==> src/design/elliptic_envelope_dilation_defines.svh <==
// Assertion macros shared by the envelope dilation design.
// Depends on nothing; files that check take it by include.
`ifndef ELLIPTIC_ENVELOPE_DILATION_DEFINES_SVH
`define ELLIPTIC_ENVELOPE_DILATION_DEFINES_SVH

// Same-cycle implication, sampled on clk, off during rst.
`define EED_ASSERT_IMP(lbl, ante, cons, msg) \
  lbl: assert property (@(posedge clk) disable iff (rst) (ante) |-> (cons)) else $error(msg);

// Next-cycle implication, sampled on clk, off during rst.
`define EED_ASSERT_NXT(lbl, ante, cons, msg) \
  lbl: assert property (@(posedge clk) disable iff (rst) (ante) |=> (cons)) else $error(msg);

`endif

==> src/design/eed_pkg.sv <==
// Shared types and constants of the elliptic envelope dilation block.
// No dependencies; used by eed_root, eed_cell and the top level.
package eed_pkg;

  typedef enum logic [2:0] {
    R_IDLE,
    R_MUL,
    R_PREP,
    R_ROOT,
    R_SCALE,
    R_DONE
  } root_state_t;

  typedef enum logic [1:0] {
    T_IDLE,
    T_BUILD,
    T_WAIT,
    T_RUN
  } ctrl_state_t;

  typedef struct packed {
    logic shift;
    logic clear;
    logic load;
  } cell_ctrl_t;

  localparam logic [1:0] CFG_HALF_WINDOW = 2'd0;
  localparam logic [1:0] CFG_MARGIN      = 2'd1;
  localparam logic [1:0] CFG_RATIO_SQ    = 2'd2;

  localparam logic [6:0]  HALF_WINDOW_RST = 7'd8;
  localparam logic [30:0] MARGIN_RST      = 31'd65536;
  localparam logic [31:0] RATIO_SQ_RST    = 32'd33554432;

  localparam logic [31:0] ONE_Q31 = 32'h8000_0000;

endpackage

==> src/design/eed_root.sv <==
// Radius generator: r(j) = margin * sqrt(1 - j*j*ratio_sq), one bit of root per cycle.
// Depends on eed_pkg.
module eed_root #(
  parameter int MAX_HALF_WINDOW = 64
) (
  input  logic                                 clk,
  input  logic                                 rst,
  input  logic                                 start,
  input  logic [$clog2(MAX_HALF_WINDOW+1)-1:0] j,
  input  logic [31:0]                          ratio,
  input  logic [30:0]                          margin,
  output logic                                 done,
  output logic [31:0]                          radius
);
  localparam int DW = $clog2(MAX_HALF_WINDOW + 1);

  eed_pkg::root_state_t state, state_next;

  logic [2*DW-1:0]  jsq;
  logic [2*DW+31:0] prod;
  logic [63:0]      radicand;
  logic [35:0]      rem;
  logic [31:0]      root;
  logic [4:0]       step;
  logic [62:0]      scaled;

  logic        prod_big;
  logic [31:0] a;
  logic [35:0] rem_sh;
  logic [35:0] trial;

  assign prod_big = |prod[2*DW+31:31];
  assign a        = prod_big ? 32'd0 : (eed_pkg::ONE_Q31 - prod[31:0]);
  assign rem_sh   = {rem[33:0], radicand[63:62]};
  assign trial    = {2'b00, root, 2'b01};

  always_comb begin
    state_next = state;
    case (state)
      eed_pkg::R_IDLE:  if (start) state_next = eed_pkg::R_MUL;
      eed_pkg::R_MUL:   state_next = eed_pkg::R_PREP;
      eed_pkg::R_PREP:  state_next = eed_pkg::R_ROOT;
      eed_pkg::R_ROOT:  if (step == 5'd0) state_next = eed_pkg::R_SCALE;
      eed_pkg::R_SCALE: state_next = eed_pkg::R_DONE;
      eed_pkg::R_DONE:  state_next = eed_pkg::R_IDLE;
      default:          state_next = eed_pkg::R_IDLE;
    endcase
  end

  always_comb begin
    done = 1'b0;
    case (state)
      eed_pkg::R_DONE: done = 1'b1;
      default:         done = 1'b0;
    endcase
  end

  assign radius = scaled[62:31];

  always_ff @(posedge clk) begin
    if (rst) begin
      state <= eed_pkg::R_IDLE;
    end else begin
      state <= state_next;
    end
  end

  always_ff @(posedge clk) begin
    case (state)
      eed_pkg::R_IDLE: begin
        jsq <= j * j;
      end
      eed_pkg::R_MUL: begin
        prod <= jsq * ratio;
      end
      eed_pkg::R_PREP: begin
        radicand <= {1'b0, a, 31'd0};
        rem      <= '0;
        root     <= '0;
        step     <= 5'd31;
      end
      eed_pkg::R_ROOT: begin
        // one restoring step per cycle
        if (rem_sh >= trial) begin
          rem  <= rem_sh - trial;
          root <= {root[30:0], 1'b1};
        end else begin
          rem  <= rem_sh;
          root <= {root[30:0], 1'b0};
        end
        radicand <= {radicand[61:0], 2'b00};
        step     <= step - 5'd1;
      end
      eed_pkg::R_SCALE: begin
        scaled <= margin * root;
      end
      default: begin
      end
    endcase
  end

endmodule

==> config.mk <==
export PLATFORM = sky130hd
export DESIGN_NAME = eed_root
export DESIGN_NICKNAME = d
export VERILOG_FILES = /design/src/design/elliptic_envelope_dilation_defines.svh /design/src/design/eed_pkg.sv /design/src/design/eed_root.sv
export SDC_FILE = /design/constraint.sdc
export NUM_CORES = 2
export LEC_CHECK = 0
export BUFFER_PORTS_ARGS = -buffer_cell sky130_fd_sc_hd__buf_2
export CAP_MARGIN = 5
export CORE_ASPECT_RATIO = 1.5
export CORE_MARGIN = 4
export CORE_UTILIZATION = 50
export DETAILED_ROUTE_END_ITERATION = 8
export GPL_TIMING_DRIVEN = 0
export HOLD_SLACK_MARGIN = 0.12
export PLACE_DENSITY = 0.74
export SLEW_MARGIN = 20
export SYNTH_ARGS = -nofsm -noshare
export SYNTH_HDL_FRONTEND = slang
export SYNTH_SLANG_ARGS = --single-unit
==> constraint.sdc <==
create_clock -name clk -period 12.95 [get_ports clk]
set_clock_uncertainty 0.05 [all_clocks]
set_input_delay 0 -clock clk [delete_from_list [all_inputs] [get_ports clk]]
set_output_delay 0 -clock clk [all_outputs]
set_load 0.02 [all_outputs]
==> results.txt <==
The average instance in the mapped netlist occupies 9.43 sq um. The area of the placeable core came out at 109000 sq um. The later pin in the worst-skew pair is clocked with a latency of 0.51 ns.

The overall track demand over capacity in global routing came out at 0.333. The instance count of the mapped netlist came out at 5839. The worst path arrival time is 10.17 ns. Dividing the detail-routed via count by the number of cells gives 5.76. The most common library cell in the layout ignoring fill and taps is fa_1. The initial antenna violation count is 24. Buffers inserted during clock tree synthesis total 17. The post-synthesis register bit count came out at 198. The total wire length is 190 mm. Yosys mapped the design onto 72 distinct sky130hd cell types. The area of the die came out at 116000 sq um. The TritonCTS clock tree is yes. The worst hold path class is primary input to flop. Summed over all layers, the global routing overflow is 0. For this run, the leading register cell type out of synthesis is edfxtp_1.

The effective utilization at floorplan came out at 0.505. The deepest level of the CTS H-tree came out at 4. The count of endpoints failing hold in the final timing report is 0. The type of element capturing the critical path is a flop. Routability-driven placement finished with a final weighted congestion of 1.09.

The floorplan has 148 rows. Clock-pin slew was measured on the worst setup and hold paths at 0.09 ns. Static timing analysis puts the maximum clock frequency at 101 MHz. The via count came out at 42800. The wire-length estimate of the detail-placed layout is 155 mm. In this run the clock root is driven by a clkbuf_16. The net count of the finished layout came out at 7718. The proportion of layout cells with a drive suffix above 1 came out at 0.0317.

The pin slew with the least headroom to its limit came out at 1.36 ns. The DRC violation total after the first TritonRoute iteration is 3311. The final-layout setup total negative slack is 0 ns. Dividing the final minimum period by the clock period gives 0.764. The count of antenna-violating nets left after detailed routing came out at 0. The number of global-route vias before repair is 46200.

Setup repair after global routing left no endpoint under its margin. For the worst setup path, the data required time is 13.23 ns. The pin count of the biggest net entering global routing is 29.

In this run the worst path has a maximum fanout of 10. STA classifies the critical path startpoint as a flop. The post-detailed-route wirelength per cell is 25.5 microns. Yosys mapped a number of flops with a built-in enable equal to 195. The combined area of all synthesized cells is 55000 sq um. Leaving out fill and tap cells, the most frequent cells in the layout are fa_1 (1208), inv_1 (1181), nand2_1 (863), and2_1 (681), ha_1 (448). 106 I/O pins were placed. In this run the tightest slew margin relative to its limit is 0.0930. The number of setup buffers added after CTS is 0. The final count of negative-setup-slack endpoints is 0. The first-pass GRT wire length is 282 mm. The vertical die dimension is 414 microns. Counting stages on the worst path, the most repeated cell is fa_1. The tool flagged a number of max-cap violations equal to 0. The relative area change from synthesis to final layout came out at 5.92%. After detailed routing, the number of remaining DRC violations is 0. The count of input and output buffers is 104.

The number of iterations in the first detailed-routing pass came out at 6. The smallest clock period supported by the final layout is computed as 9.89 ns. The synthesis warning total is 0.

Among all stages on the critical path, the largest delay is contributed by clkbuf_1. The sequential area share after synthesis is 0.107. The fraction of registers with async set/reset came out at 0. The clock sink count is 198. The clock passes through at most 2 buffers.

The category of the most critical setup path is flop to flop. The flow ran to the end, and the final reports show no timing, DRC or antenna violations. The max-slew violation count is 0.

The largest incremental delay on the critical path came out at 0.62 ns. The die is 279 microns wide.
[routing by layer]
metal,wire length (microns),GRT usage,vias up
met1,57500,0.333,21600
met5,132,0,-
met3,15700,0.0791,1019
met2,91200,0.552,2284
met4,25100,0.335,20
li1,-,-,18000
[cell type report]
| type | instances | area [sq um] |
|---|---|---|
| well taps | 1425 | 1780 |
| repair buffers | 128 | 801 |
| diodes | 13 | 32.5 |
| multi-input cells | 4150 | 43500 |
| plain buffers | 313 | 1190 |
| fillers | 9928 | 50600 |
| inverters | 1181 | 4430 |
| flip-flops and latches | 198 | 5920 |
| clock buffers | 17 | 425 |
| clock inverters | 15 | 175 |
[metrics by stage]
stage	cells	setup slack, ns	hold WS, ns	utilization	cell area, sq um
2_1_floorplan	5842	5.33	0.0224	-	55000
3_3_place_gp	7371	1.55	0.160	0.527	57300
5_1_grt	7432	2.93	0.172	0.535	58300
3_5_place_dp	7383	3.34	0.169	0.528	57500
6_report	7440	3.06	0.179	0.535	58300
4_1_cts	7426	3.24	0.144	0.535	58200
[timing repair]
item / 4_1_cts / 5_1_grt
gates resized for setup: 0 / 0
hold buffers: 11 / 0
hold endpoints to repair: 12 / 0
[synth_stat cells, types with 10 or more instances]
cell type | number | area share
a31o_2 | 10 | 0.0016
a211oi_1 | 17 | 0.0023
nand2_1 | 863 | 0.059
and3_1 | 16 | 0.0018
nor2b_1 | 24 | 0.0027
ha_1 | 448 | 0.10
a31oi_1 | 13 | 0.0015
o21ai_0 | 87 | 0.0079
nor2_1 | 123 | 0.0084
nor4_1 | 10 | 0.0011
nor3_1 | 22 | 0.0020
a21oi_1 | 156 | 0.014
fa_1 | 1208 | 0.44
o211ai_1 | 10 | 0.0014
nand3_1 | 20 | 0.0018
o21a_1 | 13 | 0.0018
mux2i_1 | 21 | 0.0038
xor2_1 | 50 | 0.0080
a22o_1 | 21 | 0.0033
nand4_1 | 36 | 0.0041
a21o_1 | 67 | 0.0091
o21bai_1 | 20 | 0.0027
xnor2_1 | 94 | 0.015
edfxtp_1 | 195 | 0.11
clkbuf_1 | 309 | 0.021
and2_1 | 681 | 0.077
inv_1 | 1181 | 0.081
[worst max-delay path, delay by kind of cell, from the launching register on]
kind / cells / cell delay (ns)
AO/OA/AOI/OAI: 8 / 2.40
adder cells (fa/ha/maj): 9 / 4.53
buffers and inverters: 5 / 0.86
flip-flops: 1 / 0.53
AND/OR/NAND/NOR: 3 / 1.31
[registers in the layout, indices dropped and copies added (netlist names)]
signal	cells
root	32
step	5
radicand	33
state	3
rem	34
prod	46
jsq	13
scaled	32
[final timing paths]
path	from	to	slack (ns)	depth (start not counted)
worst max register to register	root[7]$_SDFFCE_PN0P_	scaled[62]$_DFFE_PP_	3.06	25
worst min-delay path	j[0]	jsq[0]$_DFFE_PP_	0.18	2
worst min register to register	radicand[44]$_DFFE_PP_	radicand[46]$_DFFE_PP_	0.49	1
worst max-delay path	root[7]$_SDFFCE_PN0P_	scaled[62]$_DFFE_PP_	3.06	25
[cell families (layout without fill, tap and decap cells)]
logic type | count (synthesis) | in the layout | synth area share
AOI/OAI and AO/OA | 480 | 480 | 0.0568
xor gates and xnor gates | 144 | 144 | 0.0229
adders and majority gates | 1656 | 1656 | 0.541
buffers and inverters | 1494 | 1654 | 0.102
DFF | 198 | 198 | 0.107
muxes | 23 | 23 | 0.00423
other | 1 | 17 | 0.0000681
and+or+nand+nor | 1843 | 1843 | 0.165
Power is left out: the tool's default activity adds up to more than one toggle a clock period on the data nets, which glitch-free logic cannot reach.
