## src/design/elliptic_envelope_dilation_defines.svh

```systemverilog
// Assertion macros shared by the envelope dilation design.
// Depends on nothing; files that check take it by include.
`ifndef ELLIPTIC_ENVELOPE_DILATION_DEFINES_SVH
`define ELLIPTIC_ENVELOPE_DILATION_DEFINES_SVH

// Same-cycle implication, sampled on clk, off during rst.
`define EED_ASSERT_IMP(lbl, ante, cons, msg) \
  lbl: assert property (@(posedge clk) disable iff (rst) (ante) |-> (cons)) else $error(msg);

// Next-cycle implication, sampled on clk, off during rst.
`define EED_ASSERT_NXT(lbl, ante, cons, msg) \
  lbl: assert property (@(posedge clk) disable iff (rst) (ante) |=> (cons)) else $error(msg);

`endif

```

## src/design/eed_pkg.sv

```systemverilog
// Shared types and constants of the elliptic envelope dilation block.
// No dependencies; used by eed_root, eed_cell and the top level.
package eed_pkg;

  typedef enum logic [2:0] {
    R_IDLE,
    R_MUL,
    R_PREP,
    R_ROOT,
    R_SCALE,
    R_DONE
  } root_state_t;

  typedef enum logic [1:0] {
    T_IDLE,
    T_BUILD,
    T_WAIT,
    T_RUN
  } ctrl_state_t;

  typedef struct packed {
    logic shift;
    logic clear;
    logic load;
  } cell_ctrl_t;

  localparam logic [1:0] CFG_HALF_WINDOW = 2'd0;
  localparam logic [1:0] CFG_MARGIN      = 2'd1;
  localparam logic [1:0] CFG_RATIO_SQ    = 2'd2;

  localparam logic [6:0]  HALF_WINDOW_RST = 7'd8;
  localparam logic [30:0] MARGIN_RST      = 31'd65536;
  localparam logic [31:0] RATIO_SQ_RST    = 32'd33554432;

  localparam logic [31:0] ONE_Q31 = 32'h8000_0000;

endpackage

```

## src/design/eed_cell.sv

```systemverilog
// One window cell: a stationary radius and a travelling max/min slot.
// Depends on eed_pkg.
module eed_cell #(
  parameter int SAMPLE_BITS     = 32,
  parameter int MAX_HALF_WINDOW = 64,
  parameter int POS             = 0
) (
  input  logic                                 clk,
  input  logic                                 rst,
  input  eed_pkg::cell_ctrl_t                  ctrl,
  input  logic [$clog2(MAX_HALF_WINDOW+1)-1:0] half,
  input  logic [$clog2(MAX_HALF_WINDOW+1)-1:0] load_j,
  input  logic [31:0]                          load_radius,
  input  logic signed [((SAMPLE_BITS > 32) ? SAMPLE_BITS : 32)+1:0] x,
  input  logic                                 nb_valid,
  input  logic signed [((SAMPLE_BITS > 32) ? SAMPLE_BITS : 32)+1:0] nb_up,
  input  logic signed [((SAMPLE_BITS > 32) ? SAMPLE_BITS : 32)+1:0] nb_lo,
  input  logic signed [((SAMPLE_BITS > 32) ? SAMPLE_BITS : 32)+1:0] nb_center,
  output logic                                 out_valid,
  output logic signed [((SAMPLE_BITS > 32) ? SAMPLE_BITS : 32)+1:0] out_up,
  output logic signed [((SAMPLE_BITS > 32) ? SAMPLE_BITS : 32)+1:0] out_lo,
  output logic signed [((SAMPLE_BITS > 32) ? SAMPLE_BITS : 32)+1:0] out_center
);
  localparam int DW = $clog2(MAX_HALF_WINDOW + 1);
  localparam int PW = DW + 1;
  localparam int AW = ((SAMPLE_BITS > 32) ? SAMPLE_BITS : 32) + 2;
  localparam logic [PW-1:0] POS_V = PW'(POS);

  logic                 valid;
  logic signed [AW-1:0] up;
  logic signed [AW-1:0] lo;
  logic signed [AW-1:0] center;
  logic [31:0]          radius;

  logic [PW-1:0]        half_x;
  logic [PW-1:0]        two_half;
  logic [PW-1:0]        span;
  logic                 active;
  logic                 is_tail;
  logic signed [AW-1:0] rad_ext;
  logic signed [AW-1:0] cand_up;
  logic signed [AW-1:0] cand_lo;

  assign half_x   = {1'b0, half};
  assign two_half = {half, 1'b0};
  assign active   = POS_V < two_half;
  assign is_tail  = POS_V == (two_half - PW'(1));
  assign span     = (POS_V >= half_x) ? (POS_V - half_x) : (half_x - POS_V);
  assign rad_ext  = $signed({{(AW-32){1'b0}}, radius});
  assign cand_up  = x + rad_ext;
  assign cand_lo  = x - rad_ext;

  always_comb begin
    out_valid = active;
    out_up    = cand_up;
    out_lo    = cand_lo;
    if (active && valid) begin
      out_up = (up > cand_up) ? up : cand_up;
      out_lo = (lo < cand_lo) ? lo : cand_lo;
    end
    out_center = (POS_V == half_x) ? x : center;
  end

  always_ff @(posedge clk) begin
    if (rst || ctrl.clear) begin
      valid <= 1'b0;
    end else if (ctrl.shift) begin
      valid <= is_tail ? 1'b0 : nb_valid;
    end
  end

  always_ff @(posedge clk) begin
    if (ctrl.shift) begin
      up     <= nb_up;
      lo     <= nb_lo;
      center <= nb_center;
    end
    if (ctrl.load && (span == {1'b0, load_j})) begin
      radius <= load_radius;
    end
  end

endmodule

```

## config.mk

```make
export PLATFORM = sky130hd
export DESIGN_NAME = eed_cell
export DESIGN_NICKNAME = d
export VERILOG_FILES = /design/src/design/elliptic_envelope_dilation_defines.svh /design/src/design/eed_pkg.sv /design/src/design/eed_cell.sv
export SDC_FILE = /design/constraint.sdc
export NUM_CORES = 1
export LEC_CHECK = 0
export BUFFER_PORTS_ARGS = -buffer_cell sky130_fd_sc_hd__buf_2
export CAP_MARGIN = 20
export CORE_MARGIN = 5
export CORE_UTILIZATION = 30
export DETAILED_ROUTE_END_ITERATION = 7
export GPL_TIMING_DRIVEN = 0
export PLACE_DENSITY_LB_ADDON = 0.25
export REMOVE_ABC_BUFFERS = 1
export SYNTH_ARGS = -nofsm -noshare
export SYNTH_HDL_FRONTEND = slang
export SYNTH_SLANG_ARGS = --single-unit
```

## constraint.sdc

```tcl
create_clock -name clk -period 5 [get_ports clk]
set_input_delay 0 -clock clk [delete_from_list [all_inputs] [get_ports clk]]
set_output_delay 0 -clock clk [all_outputs]
set_load 0.05 [all_outputs]
```

==> results of run 1 <==
[worst register-to-register path, delay by kind of cell, from the launching register on]
| kind | cells | cell delay [ns] |
|---|---|---|
| DFF | 1 | 0.34 |
| and+or+nand+nor | 1 | 0.17 |
| muxes | 1 | 0.07 |
| buffers and inverters | 1 | 0.57 |
[through the flow]
step / hold WS (ns) / utilization (%)
finish: 0.0452 / 45.6
CTS: 0.0223 / 44.9
detailed placement: 0.170 / 36.1
global route: 0.0409 / 45.6
floorplan: 0.0768 / -
global placement: 0.167 / 35.6
[cell families (layout without fill, tap and decap cells)]
kind of cell	Yosys count	after routing	synth area share, %
AO/OA/AOI/OAI	214	214	13.5
multiplexers	98	98	9.80
XOR/XNOR	68	68	5.78
adder cells (fa/ha/maj)	134	134	16.2
flip-flops	135	135	38.8
buffers and inverters	166	641	6.44
AND/OR/NAND/NOR	207	207	9.42
[synth_stat cells, types with 18 or more instances]
master,instances
a21oi_1,71
o21ai_0,29
a21o_1,23
edfxtp_1,134
clkbuf_1,18
mux2_2,33
nor2_1,85
inv_1,128
xnor2_1,59
ha_1,132
mux2i_1,65
nand2_1,32
[final cells by class]
| cell class | count | area (um2) | area share (%) |
|---|---|---|---|
| Sequential cell | 135 | 4040 | 25.7 |
| Tap cell | 455 | 569 | 3.62 |
| Clock buffer | 17 | 425 | 2.70 |
| Clock inverter | 15 | 203 | 1.29 |
| Inverter | 129 | 484 | 3.08 |
| Multi-Input combinational cell | 721 | 6280 | 40.0 |
| Timing Repair Buffer | 480 | 3720 | 23.6 |
[power breakdown]
part           internal, mW  switching (mW)
clock                 0.836           0.548
combinational         0.580           0.892
sequential             1.32          0.0332
[what timing repair did]
action,4_1_cts,5_1_grt
resized for setup,179,40
setup buffers,26,11
hold endpoints to repair,167,0
gates cloned,4,0
endpoints found under the setup margin,68,68
pin swaps,37,35
hold buffers,138,0
[worst min-delay path by stage]
stage,start,to,slack (ns),cells past startpoint
floorplan,rst,valid,0.08,1
global placement,rst,valid,0.17,2
detailed placement,ctrl[1],valid,0.17,2
CTS,load_j[0],radius[21],0.02,4
global route,load_j[5],radius[21],0.04,4
finish,load_j[5],radius[17],0.05,4
[per-layer routing]
layer	wire [um]	global-route usage [%]	part of all wire, %
met1	17300	25.0	49
met2	16000	28.0	45
met3	1410	3.01	4.0
met4	533	4.97	1.5
met5	0	0	0
[flip-flops by register name, summed over array words and instances, names as in the netlist]
signal	count
center	34
lo	34
radius	32
up	34
valid	1
==> out/qor.yml, run 1 <==
worst_setup_path:
  start_kind: "flip-flop"
  cp.arrival_ns: 5.58
  cp_cell_sequence: "buf_6 > ha_4 > fa_2 > nand2b_4 > a2111o_1 > a311o_1 > a21oi_2 > nor2_2 > o41ai_4 > buf_4 > a21oi_2 > o21bai_2 > xnor2_2 > ha_1 > nand4_1 > or2_4 > o211ai_1 > o31ai_4 > nand2_4 > buf_4 > buf_12 > mux2i_2 > buf_6"
  crit_cells: 23
  cp-endpoint: "out_lo[18]"
  cp-end-kind: "output port"
  slowest_stage: "a2111o_1"
  r2r-end: "valid"
  r2r_slack_ns: 3.80
  slowest_delay_ns: 0.42
  critical_path_buf_inv_count: 5
  crit_start: "radius[0]"
  reg2reg_from: "valid"
  crit_path_max_fanout: 7
  criticalPathCategory: "flip-flop to output port"
  cp_top_family: "compound AO/OA/AOI/OAI gates"
  r2r_cells: 3
  crit_required_ns: 5.00
sta:
  setup_viol: 68
  fin_skew_ns: 0
  max_slew.worst_pin.slew_ns: 0.552
  period_needed_ns: 5.58
  setup_tns_ns: -30.51
  finalHoldViolCount: 0
  finalMaxSlewViolations: 0
  grt_setup_unrepaired: "yes"
  max_freq_mhz: 179
  relSlewSlack_pct: 63.1
  fin_ws_ns: -0.584
  fin_crit_sh_pct: 112
die:
  initial_core_util_pct: 30.3
  num_io_pins: 291
  coreArea_um2: 34500
  fp.dieH_um: 196
  floorplan.rows: 68
  die-area_um2: 38600
  die_w_um: 196
min_path:
  min_path_type: "primary input to flip-flop"
clock_tree:
  clkSlewWorstSetupHoldPaths_ns: 0.06
  clockBufferDepth: 2
  cts_max_level: 4
  clk_latency_ns: 0.43
  cts_tree: "built"
  numClockSinks: 135
  clockRootBuffer: "clkbuf_16"
  cts_buffers: 17
logic_synthesis:
  ys_async_sr_fraction_pct: 0
  yosys_register_bits: 135
  synth.avg_cell_area_um2: 10.2
  netlist_area_um2: 10400
  netlist_instances: 1022
  ys_seq_area_share_pct: 38.8
  ys_top_cells_by_area: "edfxtp_1 (39%), ha_1 (16%), mux2i_1 (6.2%)"
  yosysUniqueCellTypes: 72
  dominantRegCellSynth: "edfxtp_1"
  synth_top_area_cell: "edfxtp_1"
  synth_edf_count: 134
  yosysWarnings: 0
  yosysTopAreaCellShare_pct: 38.6
global_routing:
  grt_pass1_vias: 9350
  grt_usage_pct: 17.7
  grt.overflow.total: 0
  antenna_found_initial: 0
  grt_pass1_wl_mm: 52.5
  grt_max_degree: 63
finish:
  layout_common_cells: "buf_2 (221), dlygate4sd3_1 (138), edfxtp_1 (134)"
  stdcell_count: 1952
  nFillCells: 3317
  drive_gt1_share_pct: 33.3
  final_cell_area_um2: 15700
  area_growth_syn_to_layout_pct: 50.8
  insertedDiodeCount: 0
  layout_commonest_cell: "buf_2"
  nets: 1806
placement:
  placed_area_um2: 12400
  io_buffers: 290
  place_ws_ns: -1.38
  dp_hpwl_mm: 26.8
  dpl.cell_count: 1741
  gp_congestion: 0.853
routing:
  wl_mm: 35.2
  vias_per_cell: 4.69
  drt_iter0_markers: 382
  ant_nets: 0
  wl_per_cell_um: 18.0
  dr_total_vias: 9154
  post-route-drc-count: 0
  first_pass_iters: 5
pwr:
  power_mw: 4.21
  power_density_nw_per_um2: 268
  p_leak_nw: 7.04
  ir_worst_vdd_mv: 0.243
outcome:
  violations: "negative setup slack"
  status: "complete, but fails checks"
flow_run:
  cap_viol_max_count: 0
Note: power is estimated with default switching activity, not from simulation.
==> run 2, diff against run 1 <==
==> constraint.sdc (replaced) <==
create_clock -name clk -period 5.5 [get_ports clk]
set_input_delay 0 -clock clk [delete_from_list [all_inputs] [get_ports clk]]
set_output_delay 0 -clock clk [all_outputs]
set_load 0.05 [all_outputs]
==> run 2 against run 1 <==
First-iteration DRC count unchanged. Via count stayed put. Critical path type unchanged. Combinational power shrank 9%. The flow still finishes with violations (negative setup slack). Critical endpoint unchanged. Sequential cell count did not move. Critical path depth is the same. Setup slack gained 0.50 ns. Sequential power down 9.6%.
==> out/qor.yml, run 2 (synthesized netlist as in run 1, its figures left out) <==
outcome:
  status: "complete, but fails checks"  # unchanged
  violations: "negative setup slack"  # unchanged
finish:
  insertedDiodeCount: 0  # unchanged
  layout_commonest_cell: "buf_2"  # unchanged
  nFillCells: 3317  # unchanged
  layout_common_cells: "buf_2 (221), dlygate4sd3_1 (138), edfxtp_1 (134)"  # unchanged
  final_cell_area_um2: 15700  # unchanged
  area.sequential_um2: 4040  # unchanged
  multi_input_area_um2: 6280  # unchanged
  drive_gt1_share_pct: 33.3  # unchanged
  stdcell_count: 1952  # unchanged
  reg_top3: "center: 34 flops, lo: 34 flops, up: 34 flops"  # unchanged
  nets: 1806  # unchanged
  area_growth_syn_to_layout_pct: 50.8  # unchanged
die:
  fp.dieH_um: 196  # unchanged
  coreArea_um2: 34500  # unchanged
  num_io_pins: 291  # unchanged
  die-area_um2: 38600  # unchanged
  initial_core_util_pct: 30.3  # unchanged
  floorplan.rows: 68  # unchanged
  die_w_um: 196  # unchanged
routing:
  vias_per_cell: 4.69  # unchanged
  post-route-drc-count: 0  # unchanged
  first_pass_iters: 5  # unchanged
  dr_total_vias: 9154  # unchanged
  wl_per_cell_um: 18.0  # about the same
  drt_iter0_markers: 382  # unchanged
  wl_mm: 35.2  # about the same
  ant_nets: 0  # unchanged
sta:
  grt_setup_unrepaired: "yes"  # unchanged
  fin_crit_sh_pct: 102
  finalMaxSlewViolations: 0  # unchanged
  fin_skew_ns: 0  # unchanged
  finalHoldViolCount: 0  # unchanged
  period_needed_ns: 5.58
  max_freq_mhz: 179
  max_slew.worst_pin.slew_ns: 0.552  # about the same
  fin_hold_ws_ns: 0.0452  # about the same
  setup_viol: 28  # was 68
  fin_ws_ns: -0.0841  # was -0.584 ns
  relSlewSlack_pct: 63.1  # about the same
global_routing:
  grt_pass1_vias: 9350  # unchanged
  grt_max_degree: 63  # unchanged
  grt_pass1_wl_mm: 52.5  # unchanged
  antenna_found_initial: 0  # unchanged
  grt.overflow.total: 0  # unchanged
  grt_usage_pct: 17.7  # unchanged
min_path:
  min_path_type: "primary input to flip-flop"  # unchanged
  hold_depth: 4  # unchanged
worst_setup_path:
  r2r-end: "valid"  # unchanged
  slowest_stage: "a2111o_1"  # unchanged
  cp_cell_sequence: "buf_6 > ha_4 > fa_2 > nand2b_4 > a2111o_1 > a311o_1 > a21oi_2 > nor2_2 > o41ai_4 > buf_4 > a21oi_2 > o21bai_2 > xnor2_2 > ha_1 > nand4_1 > or2_4 > o211ai_1 > o31ai_4 > nand2_4 > buf_4 > buf_12 > mux2i_2 > buf_6"  # unchanged
  crit_cells: 23  # unchanged
  crit_required_ns: 5.50  # was 5.00 ns
  cp-endpoint: "out_lo[18]"  # unchanged
  crit_start: "radius[0]"  # unchanged
  reg2reg_from: "valid"  # unchanged
  r2r_slack_ns: 4.30  # was 3.80 ns
  r2r_cells: 3  # unchanged
  criticalPathCategory: "flip-flop to output port"  # unchanged
  start_kind: "flip-flop"  # unchanged
  critical_path_buf_inv_count: 5  # unchanged
  cp_top_family: "compound AO/OA/AOI/OAI gates"  # unchanged
  cp.arrival_ns: 5.58  # about the same
  cp-end-kind: "output port"  # unchanged
  slowest_delay_ns: 0.42  # about the same
  crit_path_max_fanout: 7  # unchanged
clock_tree:
  clockBufferDepth: 2  # unchanged
  clk_latency_ns: 0.43  # about the same
  numClockSinks: 135  # unchanged
  cts_tree: "built"  # unchanged
  cts_buffers: 17  # unchanged
  clkSlewWorstSetupHoldPaths_ns: 0.06  # about the same
  cts_max_level: 4  # unchanged
  clockRootBuffer: "clkbuf_16"  # unchanged
flow_run:
  cap_viol_max_count: 0  # unchanged
pwr:
  power_mw: 3.83  # was 4.21 mW
  p_leak_nw: 7.04  # unchanged
  power_density_nw_per_um2: 244  # was 268 nW/um2
  ir_worst_vdd_mv: 0.221  # was 0.243 mV
placement:
  dpl.cell_count: 1741  # unchanged
  placed_area_um2: 12400  # unchanged
  dp_hpwl_mm: 26.8  # unchanged
  gp_congestion: 0.853  # unchanged
  io_buffers: 290  # unchanged
run 2: cell counts in the layout (fill, tap and decap cells not counted):
No cell type changed its count.
run 2: worst min-delay path by stage:
stage                     slack, ns    endpoint  startpoint
final                          0.05  radius[17]   load_j[5]
after global routing           0.04  radius[21]   load_j[5]
after CTS                      0.02  radius[21]   load_j[0]
after detailed placement       0.17       valid     ctrl[1]
after global placement         0.17       valid         rst
after floorplan                0.08       valid         rst
run 2: tightest hold or removal path: cells and delay by family:
kind / cells / cell delay [ns]
buffers and inverters: 1 / 0.08
XOR/XNOR: 1 / 0.05
AND/OR/NAND/NOR: 2 / 0.17
run 2: layout make-up:
type                            instances  area share (%)
Sequential cell                       135            25.7
Multi-Input combinational cell        721            40.0
Clock buffer                           17            2.70
Clock inverter                         15            1.29
Inverter                              129            3.08
Tap cell                              455            3.62
Timing Repair Buffer                  480            23.6
run 2: metrics by stage:
stage / setup TNS, ns / utilization (%) / setup slack (ns)
final: -1.28 / 45.6 / -0.0841
after global routing: -13.80 / 45.6 / -0.324
after CTS: -12.24 / 44.9 / -0.311
after detailed placement: -41.11 / 36.1 / -0.880
after global placement: -281.10 / 35.6 / -4.88
after floorplan: -103.18 / - / -2.79
run 2: per-layer routing:
metal | vias to the layer above | GRT usage [%] | share of wire, %
met3 | 24 | 3.01 | 4.0
li1 | 4600 | - | -
met1 | 4327 | 25.0 | 49
met4 | 0 | 4.97 | 1.5
met2 | 203 | 28.0 | 45
met5 | - | 0 | 0
run 2: what timing repair did:
item	4_1_cts	5_1_grt
pin swaps	37	35
setup endpoints to repair	68	68
gates resized for setup	179	40
buffers inserted	26	11
hold buffers	138	0
cloned	4	0
hold endpoints to repair	167	0
run 2: where the power goes:
group	total (mW)	switching, mW	internal (mW)
clock	1.26	0.498	0.760
sequential	1.23	0.0302	1.20
combinational	1.34	0.811	0.528
total	3.83	1.34	2.49
